File: config.mk
export PLATFORM = sky130hd
export DESIGN_NAME = utf8_stream_decoder_unit
export DESIGN_NICKNAME = d
export VERILOG_FILES = /design/src/hdl/uds_pkg.sv /design/src/hdl/uds_fifo.sv /design/src/hdl/uds_front.sv /design/src/hdl/uds_back.sv /design/src/hdl/utf8_stream_decoder_unit.sv
export SDC_FILE = /design/constraint.sdc
export NUM_CORES = 1
export LEC_CHECK = 0
export ABC_AREA = 1
export BUFFER_PORTS_ARGS = -buffer_cell sky130_fd_sc_hd__buf_2
export CORE_UTILIZATION = 60
export CTS_CLUSTER_SIZE = 14
export DETAILED_ROUTE_END_ITERATION = 6
export GPL_ROUTABILITY_DRIVEN = 1
export HOLD_SLACK_MARGIN = 0.12
export PLACE_DENSITY_LB_ADDON = 0.15
export SYNTH_ARGS = -nofsm -noshare
export SYNTH_HDL_FRONTEND = slang
export SYNTH_HIERARCHICAL = 1
export SYNTH_SLANG_ARGS = --single-unit
File: constraint.sdc
create_clock -name clk -period 4.15 [get_ports clk]
set_input_delay 0.6225 -clock clk [delete_from_list [all_inputs] [get_ports clk]]
set_output_delay 0.6225 -clock clk [all_outputs]
set_load 0.005 [all_outputs]
File: src/hdl/uds_pkg.sv
`default_nettype none
// ----------------------------------------------------------------------------
// uds_pkg : shared types and constants of the utf-8 stream decoder
// Item and result layouts, byte classes passed from the front end to the
// back end, and default queue depths.
// ----------------------------------------------------------------------------
package uds_pkg;

	// default queue depths
	localparam int FRONT_DEPTH_DEF = 2;
	localparam int OUT_DEPTH_DEF   = 2;

	// byte masks
	localparam logic [7:0] CONT_MASK  = 8'hC0;
	localparam logic [7:0] CONT_TAG   = 8'h80;
	localparam logic [7:0] LEAD2_LO   = 8'hC2;
	localparam logic [7:0] LEAD2_HI   = 8'hDF;
	localparam logic [7:0] LEAD4_HI   = 8'hF4;
	localparam logic [7:0] TAIL_MASK  = 8'h3F;
	localparam logic [1:0] CONT_PREFIX = 2'b10;

	// input item
	typedef struct packed {
		logic [7:0] data_byte;
		logic       end_of_text;
	} in_item_t;

	// result item
	typedef struct packed {
		logic [20:0] codepoint;
		logic [2:0]  bytes_used;
		logic        raw_fallback;
		logic        last_of_run;
	} out_item_t;

	// class of one byte as seen without context
	typedef enum logic [2:0] {
		CL_END,
		CL_ASCII,
		CL_CONT,
		CL_LEAD,
		CL_BAD
	} byte_class_t;

	// classified item travelling from front to back
	typedef struct packed {
		logic [7:0]  data_byte;
		byte_class_t cls;
		logic [2:0]  seq_len;
	} cls_item_t;

endpackage : uds_pkg
`default_nettype wire

File: src/hdl/uds_fifo.sv
`default_nettype none
// ----------------------------------------------------------------------------
// uds_fifo : small register queue
// Holds up to DEPTH entries; head entry is visible while not empty.
// ----------------------------------------------------------------------------
module uds_fifo #(
	parameter int WIDTH = 8,
	parameter int DEPTH = 2
) (
	input  wire              clk,
	input  wire              arst_n,
	input  wire              push,
	input  wire  [WIDTH-1:0] din,
	output logic             full,
	input  wire              pop,
	output logic [WIDTH-1:0] dout,
	output logic             empty
);
	localparam int PTR_W = (DEPTH > 1) ? $clog2(DEPTH) : 1;
	localparam int CNT_W = $clog2(DEPTH + 1);

	logic [WIDTH-1:0] mem_q [DEPTH];
	logic [PTR_W-1:0] wr_ptr_q;
	logic [PTR_W-1:0] rd_ptr_q;
	logic [CNT_W-1:0] count_q;
	logic             do_push;
	logic             do_pop;

	// handshake
	assign full    = (count_q == CNT_W'(DEPTH));
	assign empty   = (count_q == '0);
	assign do_push = push && !full;
	assign do_pop  = pop && !empty;
	assign dout    = mem_q[rd_ptr_q];

	// storage
	always_ff @(posedge clk) begin
		if (do_push) begin
			mem_q[wr_ptr_q] <= din;
		end
	end

	// pointers and fill level
	always_ff @(posedge clk or negedge arst_n) begin
		if (!arst_n) begin
			wr_ptr_q <= '0;
			rd_ptr_q <= '0;
			count_q  <= '0;
		end else begin
			if (do_push) begin
				wr_ptr_q <= (wr_ptr_q == PTR_W'(DEPTH - 1)) ? '0 : wr_ptr_q + 1'b1;
			end
			if (do_pop) begin
				rd_ptr_q <= (rd_ptr_q == PTR_W'(DEPTH - 1)) ? '0 : rd_ptr_q + 1'b1;
			end
			if (do_push && !do_pop) begin
				count_q <= count_q + 1'b1;
			end else if (do_pop && !do_push) begin
				count_q <= count_q - 1'b1;
			end
		end
	end

	// fill level never exceeds depth
	a_count_range: assert property (@(posedge clk) disable iff (!arst_n)
		count_q <= CNT_W'(DEPTH)) else $error("fifo over depth");
	// a transfer in with none out raises the fill level
	a_count_up: assert property (@(posedge clk) disable iff (!arst_n)
		do_push && !do_pop |=> count_q == $past(count_q) + 1'b1)
		else $error("fifo count not incremented");
	// both pointers agree when empty or full
	a_ptr_match: assert property (@(posedge clk) disable iff (!arst_n)
		(empty || full) |-> wr_ptr_q == rd_ptr_q) else $error("fifo pointer mismatch");

endmodule : uds_fifo
`default_nettype wire

File: src/hdl/uds_front.sv
`default_nettype none
// ----------------------------------------------------------------------------
// uds_front : input side of the decoder
// Classifies each incoming byte and queues it for the back end.
// ----------------------------------------------------------------------------
module uds_front #(
	parameter int FRONT_DEPTH = uds_pkg::FRONT_DEPTH_DEF
) (
	input  wire                 clk,
	input  wire                 arst_n,
	input  wire                 push,
	input  uds_pkg::in_item_t   item,
	output logic                full,
	input  wire                 take,
	output uds_pkg::cls_item_t  head,
	output logic                avail
);
	import uds_pkg::*;

	cls_item_t                   cls_item;
	logic [$bits(cls_item_t)-1:0] head_bits;
	logic                        q_empty;

	// byte classification
	always_comb begin
		cls_item.data_byte = item.data_byte;
		cls_item.seq_len   = 3'd1;
		priority if (item.end_of_text) begin
			cls_item.cls = CL_END;
		end else if (!item.data_byte[7]) begin
			cls_item.cls = CL_ASCII;
		end else if ((item.data_byte & CONT_MASK) == CONT_TAG) begin
			cls_item.cls = CL_CONT;
		end else if (item.data_byte >= LEAD2_LO && item.data_byte <= LEAD2_HI) begin
			cls_item.cls     = CL_LEAD;
			cls_item.seq_len = 3'd2;
		end else if (item.data_byte[7:4] == 4'hE) begin
			cls_item.cls     = CL_LEAD;
			cls_item.seq_len = 3'd3;
		end else if (item.data_byte[7:4] == 4'hF && item.data_byte <= LEAD4_HI) begin
			cls_item.cls     = CL_LEAD;
			cls_item.seq_len = 3'd4;
		end else begin
			cls_item.cls = CL_BAD;
		end
	end

	// queue towards the back end
	uds_fifo #(
		.WIDTH ($bits(cls_item_t)),
		.DEPTH (FRONT_DEPTH)
	) u_queue (
		.clk    (clk),
		.arst_n (arst_n),
		.push   (push),
		.din    (cls_item),
		.full   (full),
		.pop    (take),
		.dout   (head_bits),
		.empty  (q_empty)
	);

	assign head  = cls_item_t'(head_bits);
	assign avail = !q_empty;

endmodule : uds_front
`default_nettype wire

File: src/hdl/uds_back.sv
`default_nettype none
// ----------------------------------------------------------------------------
// uds_back : sequence tracker and result writer
// Holds the open sequence, writes at most one result per cycle into the
// result queue while it has room and replays a broken sequence byte by byte.
// ----------------------------------------------------------------------------
module uds_back #(
	parameter int OUT_DEPTH = uds_pkg::OUT_DEPTH_DEF
) (
	input  wire                 clk,
	input  wire                 arst_n,
	input  uds_pkg::cls_item_t  head,
	input  wire                 avail,
	output logic                take,
	output uds_pkg::out_item_t  result,
	output logic                empty,
	input  wire                 pop
);
	import uds_pkg::*;

	// sequence state
	logic [7:0] lead_q;
	logic [5:0] tail_q [3];
	logic [2:0] exp_len_q;
	logic [1:0] tail_cnt_q;
	logic [1:0] flush_pos_q;

	logic [7:0] lead_nxt;
	logic [2:0] exp_len_nxt;
	logic [1:0] tail_cnt_nxt;
	logic [1:0] flush_pos_nxt;
	logic       tail_we;

	logic       open_seq;
	logic       is_eot;
	logic       last_flush;
	logic       seq_done;
	logic       emit;
	logic       out_full;
	logic       fire;
	logic [5:0] new_tail;
	logic [20:0] assembled;
	out_item_t  res;
	logic [$bits(out_item_t)-1:0] res_bits;
	logic [$bits(out_item_t)-1:0] res_out_bits;

	assign open_seq   = (exp_len_q != 3'd0);
	assign is_eot     = (head.cls == CL_END);
	assign last_flush = (flush_pos_q == tail_cnt_q);
	assign seq_done   = ({1'b0, tail_cnt_q} + 3'd2) >= exp_len_q;
	assign new_tail   = head.data_byte[5:0];
	assign fire       = emit && !out_full;

	// code point from lead, buffered tails and the closing byte
	always_comb begin
		unique case (exp_len_q)
			3'd2:    assembled = {10'd0, lead_q[4:0], new_tail};
			3'd3:    assembled = {5'd0, lead_q[3:0], tail_q[0], new_tail};
			default: assembled = {lead_q[2:0], tail_q[0], tail_q[1], new_tail};
		endcase
	end

	// per-cycle decision
	always_comb begin
		emit          = 1'b0;
		take          = 1'b0;
		tail_we       = 1'b0;
		res           = '0;
		lead_nxt      = lead_q;
		exp_len_nxt   = exp_len_q;
		tail_cnt_nxt  = tail_cnt_q;
		flush_pos_nxt = flush_pos_q;
		if (avail) begin
			priority if (open_seq && (is_eot || head.cls != CL_CONT)) begin
				// broken sequence: replay lead then tails raw
				emit             = 1'b1;
				res.codepoint    = (flush_pos_q == 2'd0) ? {13'd0, lead_q}
					: {13'd0, CONT_PREFIX, tail_q[flush_pos_q - 2'd1]};
				res.bytes_used   = 3'd1;
				res.raw_fallback = 1'b1;
				res.last_of_run  = last_flush && (is_eot || head.cls == CL_LEAD);
				if (!out_full) begin
					take = last_flush && is_eot;
					if (last_flush) begin
						lead_nxt      = '0;
						exp_len_nxt   = '0;
						tail_cnt_nxt  = '0;
						flush_pos_nxt = '0;
					end else begin
						flush_pos_nxt = flush_pos_q + 2'd1;
					end
				end
			end else if (open_seq) begin
				// continuation byte of the open sequence
				emit             = seq_done;
				res.codepoint    = assembled;
				res.bytes_used   = exp_len_q;
				res.raw_fallback = 1'b0;
				res.last_of_run  = 1'b1;
				take             = !seq_done || !out_full;
				if (take) begin
					tail_we      = 1'b1;
					tail_cnt_nxt = tail_cnt_q + 2'd1;
					if (seq_done) begin
						lead_nxt     = '0;
						exp_len_nxt  = '0;
						tail_cnt_nxt = '0;
					end
				end
			end else begin
				// no sequence open
				unique case (head.cls)
					CL_END: begin
						take = 1'b1;
					end
					CL_ASCII: begin
						emit            = 1'b1;
						res.codepoint   = {13'd0, head.data_byte};
						res.bytes_used  = 3'd1;
						res.last_of_run = 1'b1;
						take            = !out_full;
					end
					CL_LEAD: begin
						take         = 1'b1;
						lead_nxt     = head.data_byte;
						exp_len_nxt  = head.seq_len;
						tail_cnt_nxt = '0;
					end
					default: begin
						emit             = 1'b1;
						res.codepoint    = {13'd0, head.data_byte};
						res.bytes_used   = 3'd1;
						res.raw_fallback = 1'b1;
						res.last_of_run  = 1'b1;
						take             = !out_full;
					end
				endcase
			end
		end
	end

	// control state
	always_ff @(posedge clk or negedge arst_n) begin
		if (!arst_n) begin
			lead_q      <= '0;
			exp_len_q   <= '0;
			tail_cnt_q  <= '0;
			flush_pos_q <= '0;
		end else begin
			lead_q      <= lead_nxt;
			exp_len_q   <= exp_len_nxt;
			tail_cnt_q  <= tail_cnt_nxt;
			flush_pos_q <= flush_pos_nxt;
		end
	end

	// buffered continuation payloads
	always_ff @(posedge clk) begin
		if (tail_we && !seq_done) begin
			tail_q[tail_cnt_q] <= new_tail;
		end
	end

	// result queue
	assign res_bits = res;

	uds_fifo #(
		.WIDTH ($bits(out_item_t)),
		.DEPTH (OUT_DEPTH)
	) u_out_queue (
		.clk    (clk),
		.arst_n (arst_n),
		.push   (fire),
		.din    (res_bits),
		.full   (out_full),
		.pop    (pop),
		.dout   (res_out_bits),
		.empty  (empty)
	);

	assign result = out_item_t'(res_out_bits);

	// an open sequence always has room for one more tail before completing
	a_tail_bound: assert property (@(posedge clk) disable iff (!arst_n)
		open_seq |-> ({1'b0, tail_cnt_q} + 3'd1) < exp_len_q)
		else $error("tail count reached sequence length");
	// replay position stays within the buffered bytes of an open sequence
	a_flush_open: assert property (@(posedge clk) disable iff (!arst_n)
		flush_pos_q != 2'd0 |-> open_seq && flush_pos_q <= tail_cnt_q)
		else $error("replay outside open sequence");
	// no sequence length of one is ever held
	a_len_valid: assert property (@(posedge clk) disable iff (!arst_n)
		exp_len_q != 3'd1) else $error("bad sequence length");
	// an item leaves the front queue only when one is there
	a_take_avail: assert property (@(posedge clk) disable iff (!arst_n)
		take |-> avail) else $error("transfer from empty front queue");

endmodule : uds_back
`default_nettype wire

File: src/hdl/utf8_stream_decoder_unit.sv
`default_nettype none
// ----------------------------------------------------------------------------
// utf8_stream_decoder_unit : utf-8 byte stream to code point decoder
// Front end classifies bytes into a short queue; back end tracks sequences
// and writes results into an output queue.
// ----------------------------------------------------------------------------
// One byte is taken per cycle while each byte gives at most one result and
// the result queue has room; a sequence broken by a non-continuation byte or
// an end item is replayed at one result per cycle (up to four results for one
// byte), since the back end writes a single result per cycle into the result
// queue. A result passes through both queues. Both sides stall on their own:
// full rises only when the front queue (FRONT_DEPTH items) fills, and results
// wait in the result queue (OUT_DEPTH entries) until popped.
// ----------------------------------------------------------------------------
module utf8_stream_decoder_unit #(
	parameter int FRONT_DEPTH = uds_pkg::FRONT_DEPTH_DEF,
	parameter int OUT_DEPTH   = uds_pkg::OUT_DEPTH_DEF
) (
	input  wire                 clk,
	input  wire                 arst_n,
	input  wire                 push,
	input  uds_pkg::in_item_t   item,
	output logic                full,
	output logic                empty,
	input  wire                 pop,
	output uds_pkg::out_item_t  result
);
	import uds_pkg::*;

	cls_item_t head;
	logic      avail;
	logic      take;

	// byte classification and input queue
	uds_front #(
		.FRONT_DEPTH (FRONT_DEPTH)
	) u_front (
		.clk    (clk),
		.arst_n (arst_n),
		.push   (push),
		.item   (item),
		.full   (full),
		.take   (take),
		.head   (head),
		.avail  (avail)
	);

	// sequence handling and result queue
	uds_back #(
		.OUT_DEPTH (OUT_DEPTH)
	) u_back (
		.clk    (clk),
		.arst_n (arst_n),
		.head   (head),
		.avail  (avail),
		.take   (take),
		.result (result),
		.empty  (empty),
		.pop    (pop)
	);

endmodule : utf8_stream_decoder_unit
`default_nettype wire
==> flow_summary.yaml, run 1 <==
run_status:
  outcome: "complete, no violations"
pwr:
  p_per_area_mw_per_mm2: 832
  ir_drop_mv: 0.427
  p_leak_nw: 3.05
  power_mw: 5.69
worst_setup_path:
  cp_slowest_stage_delay_ns: 0.65
  worst-r2r-setup-slack_ns: 1.26
  cp-start-kind: "flip-flop"
  path_max_fanout: 16
  crit_chain: "inv_2 -> nand2_1 -> nand2_1 -> inv_1 -> nand2_1 -> nor2_2 -> nand2_2 -> nor2_2 -> inv_1 -> nand2_1 -> nor2_1 -> nor2_1 -> o21ai_0 -> ha_1 -> inv_1 -> nand3_1 -> nand2_1 -> nand2_1"
  critPathArrivalTime_ns: 3.29
  critPathCaptureType: "flip-flop"
  cp_top_family: "simple AND/OR/NAND/NOR gates"
  slowest_stage: "dfrtp_1"
  cpMostUsedCell: "nand2_1"
  ff2ff_path_depth: 18
  path_buf_inv: 4
  criticalPathCategory: "reg2reg"
  regToRegEndpoint: "u_front/u_queue/count_q[1]$_DFFE_PN0P_"
  cp-startpoint: "u_front/u_queue/rd_ptr_q$_DFFE_PN0P_"
  worstPathRequired_ns: 4.55
  reg2reg_from: "u_front/u_queue/rd_ptr_q$_DFFE_PN0P_"
timing:
  whs_ns: 0.310
  report.final.slew_viol_count: 0
  clock_skew_ns: 0.00815
  tightest_slew_ns: 1.07
  rsz0062_at_grt: "false"
  fin_setup_tns_ns: 0
  finalCritPeriodShare_pct: 69.7
  max_freq_mhz: 346
  timing.slew.headroom_pct: 28.2
  setup_viol: 0
  fin_crit_ns: 2.89
  hold_viol_final: 0
placed_design:
  place_congestion: 0.935
  io_buffers: 40
  hpwl_um: 8220
  place_inst: 785
routing:
  wl_met3_um: 494
  dr.pass1.iters: 5
  vias: 4328
  highest_layer: "met4"
  dr_wl_met2_um: 5790
  viasPerCell: 5.29
  drt_iter0_markers: 269
  antenna_left: 0
  wl_um: 11700
  drt-met1-wl_um: 5100
  drc_errors: 0
  wire_per_inst_um: 14.3
logic_synthesis:
  synth_area_leader_cell: "edfxtp_1"
  syn_nets: 650
  syn_avg_cell_area_um2: 9.65
  ys_warn_count: 6
  synthesis.area_mm2: 0.00605
  yosys-top-cells-area: "edfxtp_1 52%, nand2_1 15%, dfrtp_1 9.5%, nand3_1 3.6%, inv_1 3.4%"
  synth-seq-cells: 127
  synth-main-ff-cell: "edfxtp_1"
  ys_types: 39
  yosys-top-cells-count: "240 x nand2_1, 104 x edfxtp_1, 54 x inv_1, 43 x nand3_1, 40 x nor2_1"
  yosysTopAreaCellShare_pct: 51.6
  ys_seq_area_share_pct: 61.1
  synth-edff-count: 104
  synthCells: 627
  synth.most_common_cell: "nand2_1"
  ys_async_sr_fraction_pct: 18.1
min_path:
  min_from: "item[1]"
  hold_depth: 1
  holdPathEnd: "u_front/u_queue/mem_q[1][6]$_DFFE_PP_"
  hold_class: "in2reg"
finish:
  stdcell_count: 818
  seqCellArea_mm2: 0.00370
  multiInputGateArea_mm2: 0.00197
  fillers: 738
  area_growth_syn_to_layout_pct: 13.0
  nNetsFinal: 695
  antenna_cells: 0
  post-route-util_pct: 70.0
  drive_gt1_share_pct: 15.3
cts:
  cts_max_path_buffers: 2
  cts-root-buf: "clkbuf_8"
  path_clk_slew_ns: 0.06
  cts_htree_levels: 4
  cts_setup_buffers: 0
  ctsResizeCount: 0
  clk_latency_ns: 0.51
  cts_hold_buf: 1
  cts_buffers: 17
  cts.sinks: 127
  cts_tree: "yes"
flow_run:
  maxCapViolCount: 0
global_routing:
  grt_pass1_wl_um: 18900
  grt_antenna_before_repair: 0
  grt_pass1_vias: 4002
  grt_overflow_total: 0
  grt_max_degree: 29
  grt_usage_pct: 24.5
floorplan:
  ios: 41
  core_mm2: 0.00977
  dieWidth_um: 102
  die_h_um: 102
  row_count: 36
  die-area_mm2: 0.0105
  start_util_pct: 61.9
[placed cells by master (no fill, tap or decap), types with 4 or more instances in the layout]
cell	Yosys	final
nand2_1	240	240
edfxtp_1	104	104
inv_1	54	54
nand3_1	43	43
buf_2	6	40
nor2_1	40	39
dfrtp_1	23	23
clkbuf_16	0	16
a21oi_1	14	14
o21ai_0	11	11
ha_1	10	10
inv_2	9	9
nor3_1	8	8
nor2_2	6	7
nand2_2	6	6
clkbuf_1	0	5
clkinv_2	0	4
nand4_1	4	4
[area by class of cell]
type                    instances  share of cell area, %
clock buffers                  24                   6.73
clock inverters                 8                  0.970
inverters                      65                   3.64
multi-input cells             418                   28.8
flip-flops and latches        127                   54.1
well taps                     133                   2.43
repair buffers                 43                   3.29
[per-stage QoR]
stage / instance area, um^2 / worst slack (ns)
after floorplan: 6050 / 1.05
after global placement: 6300 / 1.45
after detailed placement: 6300 / 1.33
after CTS: 6840 / 1.32
after global routing: 6840 / 0.966
final: 6840 / 1.26
[how the worst max path moves through the flow]
stage          slack (ns)                                  endpoint  cells past startpoint
4_1_cts              1.32    u_front/u_queue/count_q[1]$_DFFE_PN0P_                     18
6_report             1.26    u_front/u_queue/count_q[1]$_DFFE_PN0P_                     18
3_5_place_dp         1.33    u_front/u_queue/count_q[1]$_DFFE_PN0P_                     18
2_1_floorplan        1.05  u_back/u_out_queue/mem_q[1][0]$_DFFE_PP_                     15
5_1_grt              0.97    u_front/u_queue/count_q[1]$_DFFE_PN0P_                     18
3_3_place_gp         1.45    u_front/u_queue/count_q[1]$_DFFE_PN0P_                     18
[per-layer routing]
| metal | up-vias | GRT usage, % |
|---|---|---|
| li1 | 2150 | - |
| met1 | 2006 | 30.3 |
| met2 | 146 | 41.2 |
| met3 | 26 | 4.58 |
| met4 | 0 | 12.7 |
| met5 | - | 0 |
[kinds of logic after synthesis]
kind of cell	after synthesis	synth area share, %
xor+xnor	3	0.434
compound gates	43	4.30
flops	127	61.1
fa+ha+maj	10	2.07
simple gates	362	25.7
buf+inv	82	6.31
[worst reg2reg max path, delay by kind of cell, from the launching register on]
kind | cells | cell delay (ns)
flip-flops | 1 | 0.65
buffers and inverters | 4 | 0.49
adder cells (fa/ha/maj) | 1 | 0.36
AND/OR/NAND/NOR | 12 | 1.13
AO/OA/AOI/OAI | 1 | 0.15
[report_power, final]
group          switching [mW]  internal (mW)
clock                   0.490          0.817
sequential              0.226           1.99
combinational            1.48          0.691
[sequential cells by signal, summed over array words and instances, names as in the netlist, 3 cells and up]
signal and flops:
u_front/u_queue/mem_q 28, u_back/tail_q 24, u_back/u_out_queue/mem_q 52, u_back/exp_len_q 3, u_back/lead_q 8
Note: power is estimated with default switching activity, not from simulation.
==> run 2: changes to the inputs <==
--- a/config.mk
+++ b/config.mk
@@ -5,7 +5,7 @@
 export SDC_FILE = /design/constraint.sdc
 export NUM_CORES = 1
 export LEC_CHECK = 0
-export ABC_AREA = 1
+export ABC_AREA = 0
 export BUFFER_PORTS_ARGS = -buffer_cell sky130_fd_sc_hd__buf_2
 export CORE_UTILIZATION = 60
 export CTS_CLUSTER_SIZE = 14
==> constraint.sdc (replaced) <==
create_clock -name clk -period 2.95 [get_ports clk]
set_input_delay 0.4425 -clock clk [delete_from_list [all_inputs] [get_ports clk]]
set_output_delay 0.4425 -clock clk [all_outputs]
set_load 0.005 [all_outputs]
==> run 2 against run 1 <==
Net effect: sequential cell count did not move; area after synthesis is 2.9% lower; critical path depth shrank 7; register-to-register slack worse by 0.84 ns; worst hold slack got worse by 0.15 ns; synthesized cell count is 39% lower; clock skew hardly changed; fmax is 14% higher; die area down 2.8%; combinational power up 35%; clock power up 31%; non-clock buffer count rose by 8; largest power group unchanged.
==> flow_summary.yaml, run 2 <==
run_status:
  outcome: "complete, no violations"
routing:
  vias: 3310
  wl_um: 10500
  viasPerCell: 5.70
  wire_per_inst_um: 18.0
  antenna_left: 0
  dr.pass1.iters: 4
  drc_errors: 0
  drt_iter0_markers: 195
finish:
  nNetsFinal: 463
  layout_commonest_cell: "edfxtp_1"
  largest_reg_flops: 52
  drive_gt1_share_pct: 31.4
  fillers: 650
  area_growth_syn_to_layout_pct: 13.8
  reg_top3: "u_back/u_out_queue/mem_q: 52 flops, u_front/u_queue/mem_q: 28 flops, u_back/tail_q: 24 flops"
  top_register: "u_back/u_out_queue/mem_q"
  final_cell_mix: "104 x edfxtp_1, 40 x buf_2, 28 x mux2_4, 26 x nand2_1, 23 x dfrtp_1"
  antenna_cells: 0
pwr:
  p_per_area_mw_per_mm2: 1140
  p_leak_nw: 2.67
  ir_drop_mv: 0.511
placed_design:
  hpwl_um: 7210
  io_buffers: 40
  place_congestion: 0.888
global_routing:
  grt_antenna_before_repair: 0
  grt_overflow_total: 0
  grt_usage_pct: 22.8
  grt_pass1_vias: 3358
  grt_max_degree: 27
  grt_pass1_wl_um: 17000
logic_synthesis:
  synth-main-ff-cell: "edfxtp_1"
  synth-seq-cells: 127
  synthCells: 384
  yosys-top-cells-count: "104 x edfxtp_1, 28 x mux2_4, 26 x nand2_1, 23 x dfrtp_1, 20 x nor2_1"
  ys_types: 50
  syn_avg_cell_area_um2: 15.3
  ys_warn_count: 6
  yosysTopAreaCellShare_pct: 53.1
  synth_area_leader_cell: "edfxtp_1"
  synthesis.area_mm2: 0.00588
  syn_nets: 407
  synth-edff-count: 104
  ys_async_sr_fraction_pct: 18.1
  yosys-top-cells-area: "edfxtp_1 53%, dfrtp_1 9.8%, mux2_4 7.2%, mux2_2 2.9%, mux4_2 2.3%"
  ys_seq_area_share_pct: 62.9
  synth.most_common_cell: "edfxtp_1"
worst_setup_path:
  worst-r2r-setup-slack_ns: 0.41
  crit_chain: "mux2_2 -> nor3b_4 -> nand2_1 -> nor2_1 -> nor3_1 -> nand2_1 -> inv_1 -> ha_1 -> xor2_1 -> nor2_1 -> xor2_1"
  cp_slowest_stage_delay_ns: 0.46
  critPathArrivalTime_ns: 2.96
  cp-start-kind: "flip-flop"
  reg2reg_from: "u_front/u_queue/rd_ptr_q$_DFFE_PN0P_"
  path_max_fanout: 7
  slowest_stage: "dfrtp_1"
  criticalPathCategory: "reg2reg"
  ff2ff_path_depth: 11
  worstPathRequired_ns: 3.37
  regToRegEndpoint: "u_back/u_out_queue/count_q[1]$_DFFE_PN0P_"
  critPathCaptureType: "flip-flop"
min_path:
  hold_depth: 1
  holdPathEnd: "u_front/u_queue/mem_q[1][9]$_DFFE_PP_"
  min_from: "item[4]"
  hold_class: "in2reg"
floorplan:
  row_count: 35
  start_util_pct: 62.7
  dieWidth_um: 101
  die-area_mm2: 0.0102
  ios: 41
  die_h_um: 101
  core_mm2: 0.00937
cts:
  cts-root-buf: "clkbuf_8"
  cts_hold_buf: 1
  cts_buffers: 17
  ctsResizeCount: 0
  cts_htree_levels: 4
  cts_max_path_buffers: 2
  clk_latency_ns: 0.50
  cts_tree: "yes"
  path_clk_slew_ns: 0.06
  cts.sinks: 127
  cts_setup_buffers: 0
timing:
  timing.slew.headroom_pct: 53.2
  tightest_slew_ns: 0.701
  report.final.slew_viol_count: 0
  clock_skew_ns: 0.00801
  setup_viol: 0
  whs_ns: 0.160
  fin_setup_tns_ns: 0
  hold_viol_final: 0
  fin_crit_ns: 2.54
  rsz0062_at_grt: "false"
  max_freq_mhz: 394
  finalCritPeriodShare_pct: 86.0
flow_run:
  maxCapViolCount: 0
run 2: how the worst max path moves through the flow:
stage,startpoint,to,depth (start not counted)
3_5_place_dp,u_front/u_queue/rd_ptr_q$_DFFE_PN0P_,u_back/u_out_queue/count_q[1]$_DFFE_PN0P_,11
4_1_cts,u_front/u_queue/rd_ptr_q$_DFFE_PN0P_,u_back/u_out_queue/count_q[1]$_DFFE_PN0P_,11
2_1_floorplan,u_front/u_queue/rd_ptr_q$_DFFE_PN0P_,u_back/u_out_queue/mem_q[0][0]$_DFFE_PP_,10
6_report,u_front/u_queue/rd_ptr_q$_DFFE_PN0P_,u_back/u_out_queue/count_q[1]$_DFFE_PN0P_,11
3_3_place_gp,u_front/u_queue/rd_ptr_q$_DFFE_PN0P_,u_back/u_out_queue/count_q[1]$_DFFE_PN0P_,10
5_1_grt,u_front/u_queue/rd_ptr_q$_DFFE_PN0P_,u_back/u_out_queue/count_q[1]$_DFFE_PN0P_,11
run 2: worst max-delay path, delay by kind of cell, from the launching register on:
family                     cells  cell delay, ns
muxes                          1            0.44
xor gates and xnor gates       2            0.29
and+or+nand+nor                6            0.99
DFF                            1            0.46
buffers and inverters          1            0.06
adders and majority gates      1            0.21
run 2: layout make-up:
class / instances / area, um^2 / share of cell area [%]
Multi-Input combinational cell: 229 / 1990 / 29.8
Inverter: 14 / 52.6 / 0.786
Tap cell: 129 / 161 / 2.41
Clock inverter: 13 / 75.1 / 1.12
Timing Repair Buffer: 51 / 285 / 4.27
Sequential cell: 127 / 3700 / 55.3
Clock buffer: 18 / 418 / 6.25
run 2: routing by layer:
metal | global-route usage (%) | vias up | share of wire (%)
met5 | 0 | - | 0
met4 | 9.59 | 0 | 1.2
met2 | 37.2 | 111 | 50
li1 | - | 1562 | -
met1 | 29.5 | 1625 | 43
met3 | 5.34 | 12 | 5.1
run 2: power breakdown:
| group | internal, mW | switching, mW | total, mW |
|---|---|---|---|
| sequential | 2.74 | 0.245 | 2.99 |
| combinational | 1.38 | 1.56 | 2.94 |
| clock | 1.01 | 0.709 | 1.72 |
run 2: logic make-up after synthesis:
kind of cell             Yosys count  share of synthesized area [%]
AO/OA/AOI/OAI                     50                           6.26
XOR/XNOR                          13                           2.07
flip-flops                       127                           62.9
multiplexers                      59                           14.0
buffers and inverters             28                           3.17
AND/OR/NAND/NOR                   96                           9.24
adder cells (fa/ha/maj)           11                           2.30
run 2: through the flow:
stage          power [mW]  instance area [um^2]  utilization, %  setup slack, ns  std cells
4_1_cts              7.72                  6690            71.3            0.410        581
3_5_place_dp         5.97                  6180            66.0            0.443        549
5_1_grt              8.11                  6690            71.3            0.195        581
3_3_place_gp         5.87                  6180            66.0            0.557        549
2_1_floorplan        5.23                  5880               -           0.0807        384
6_report             7.65                  6690            71.3            0.414        581
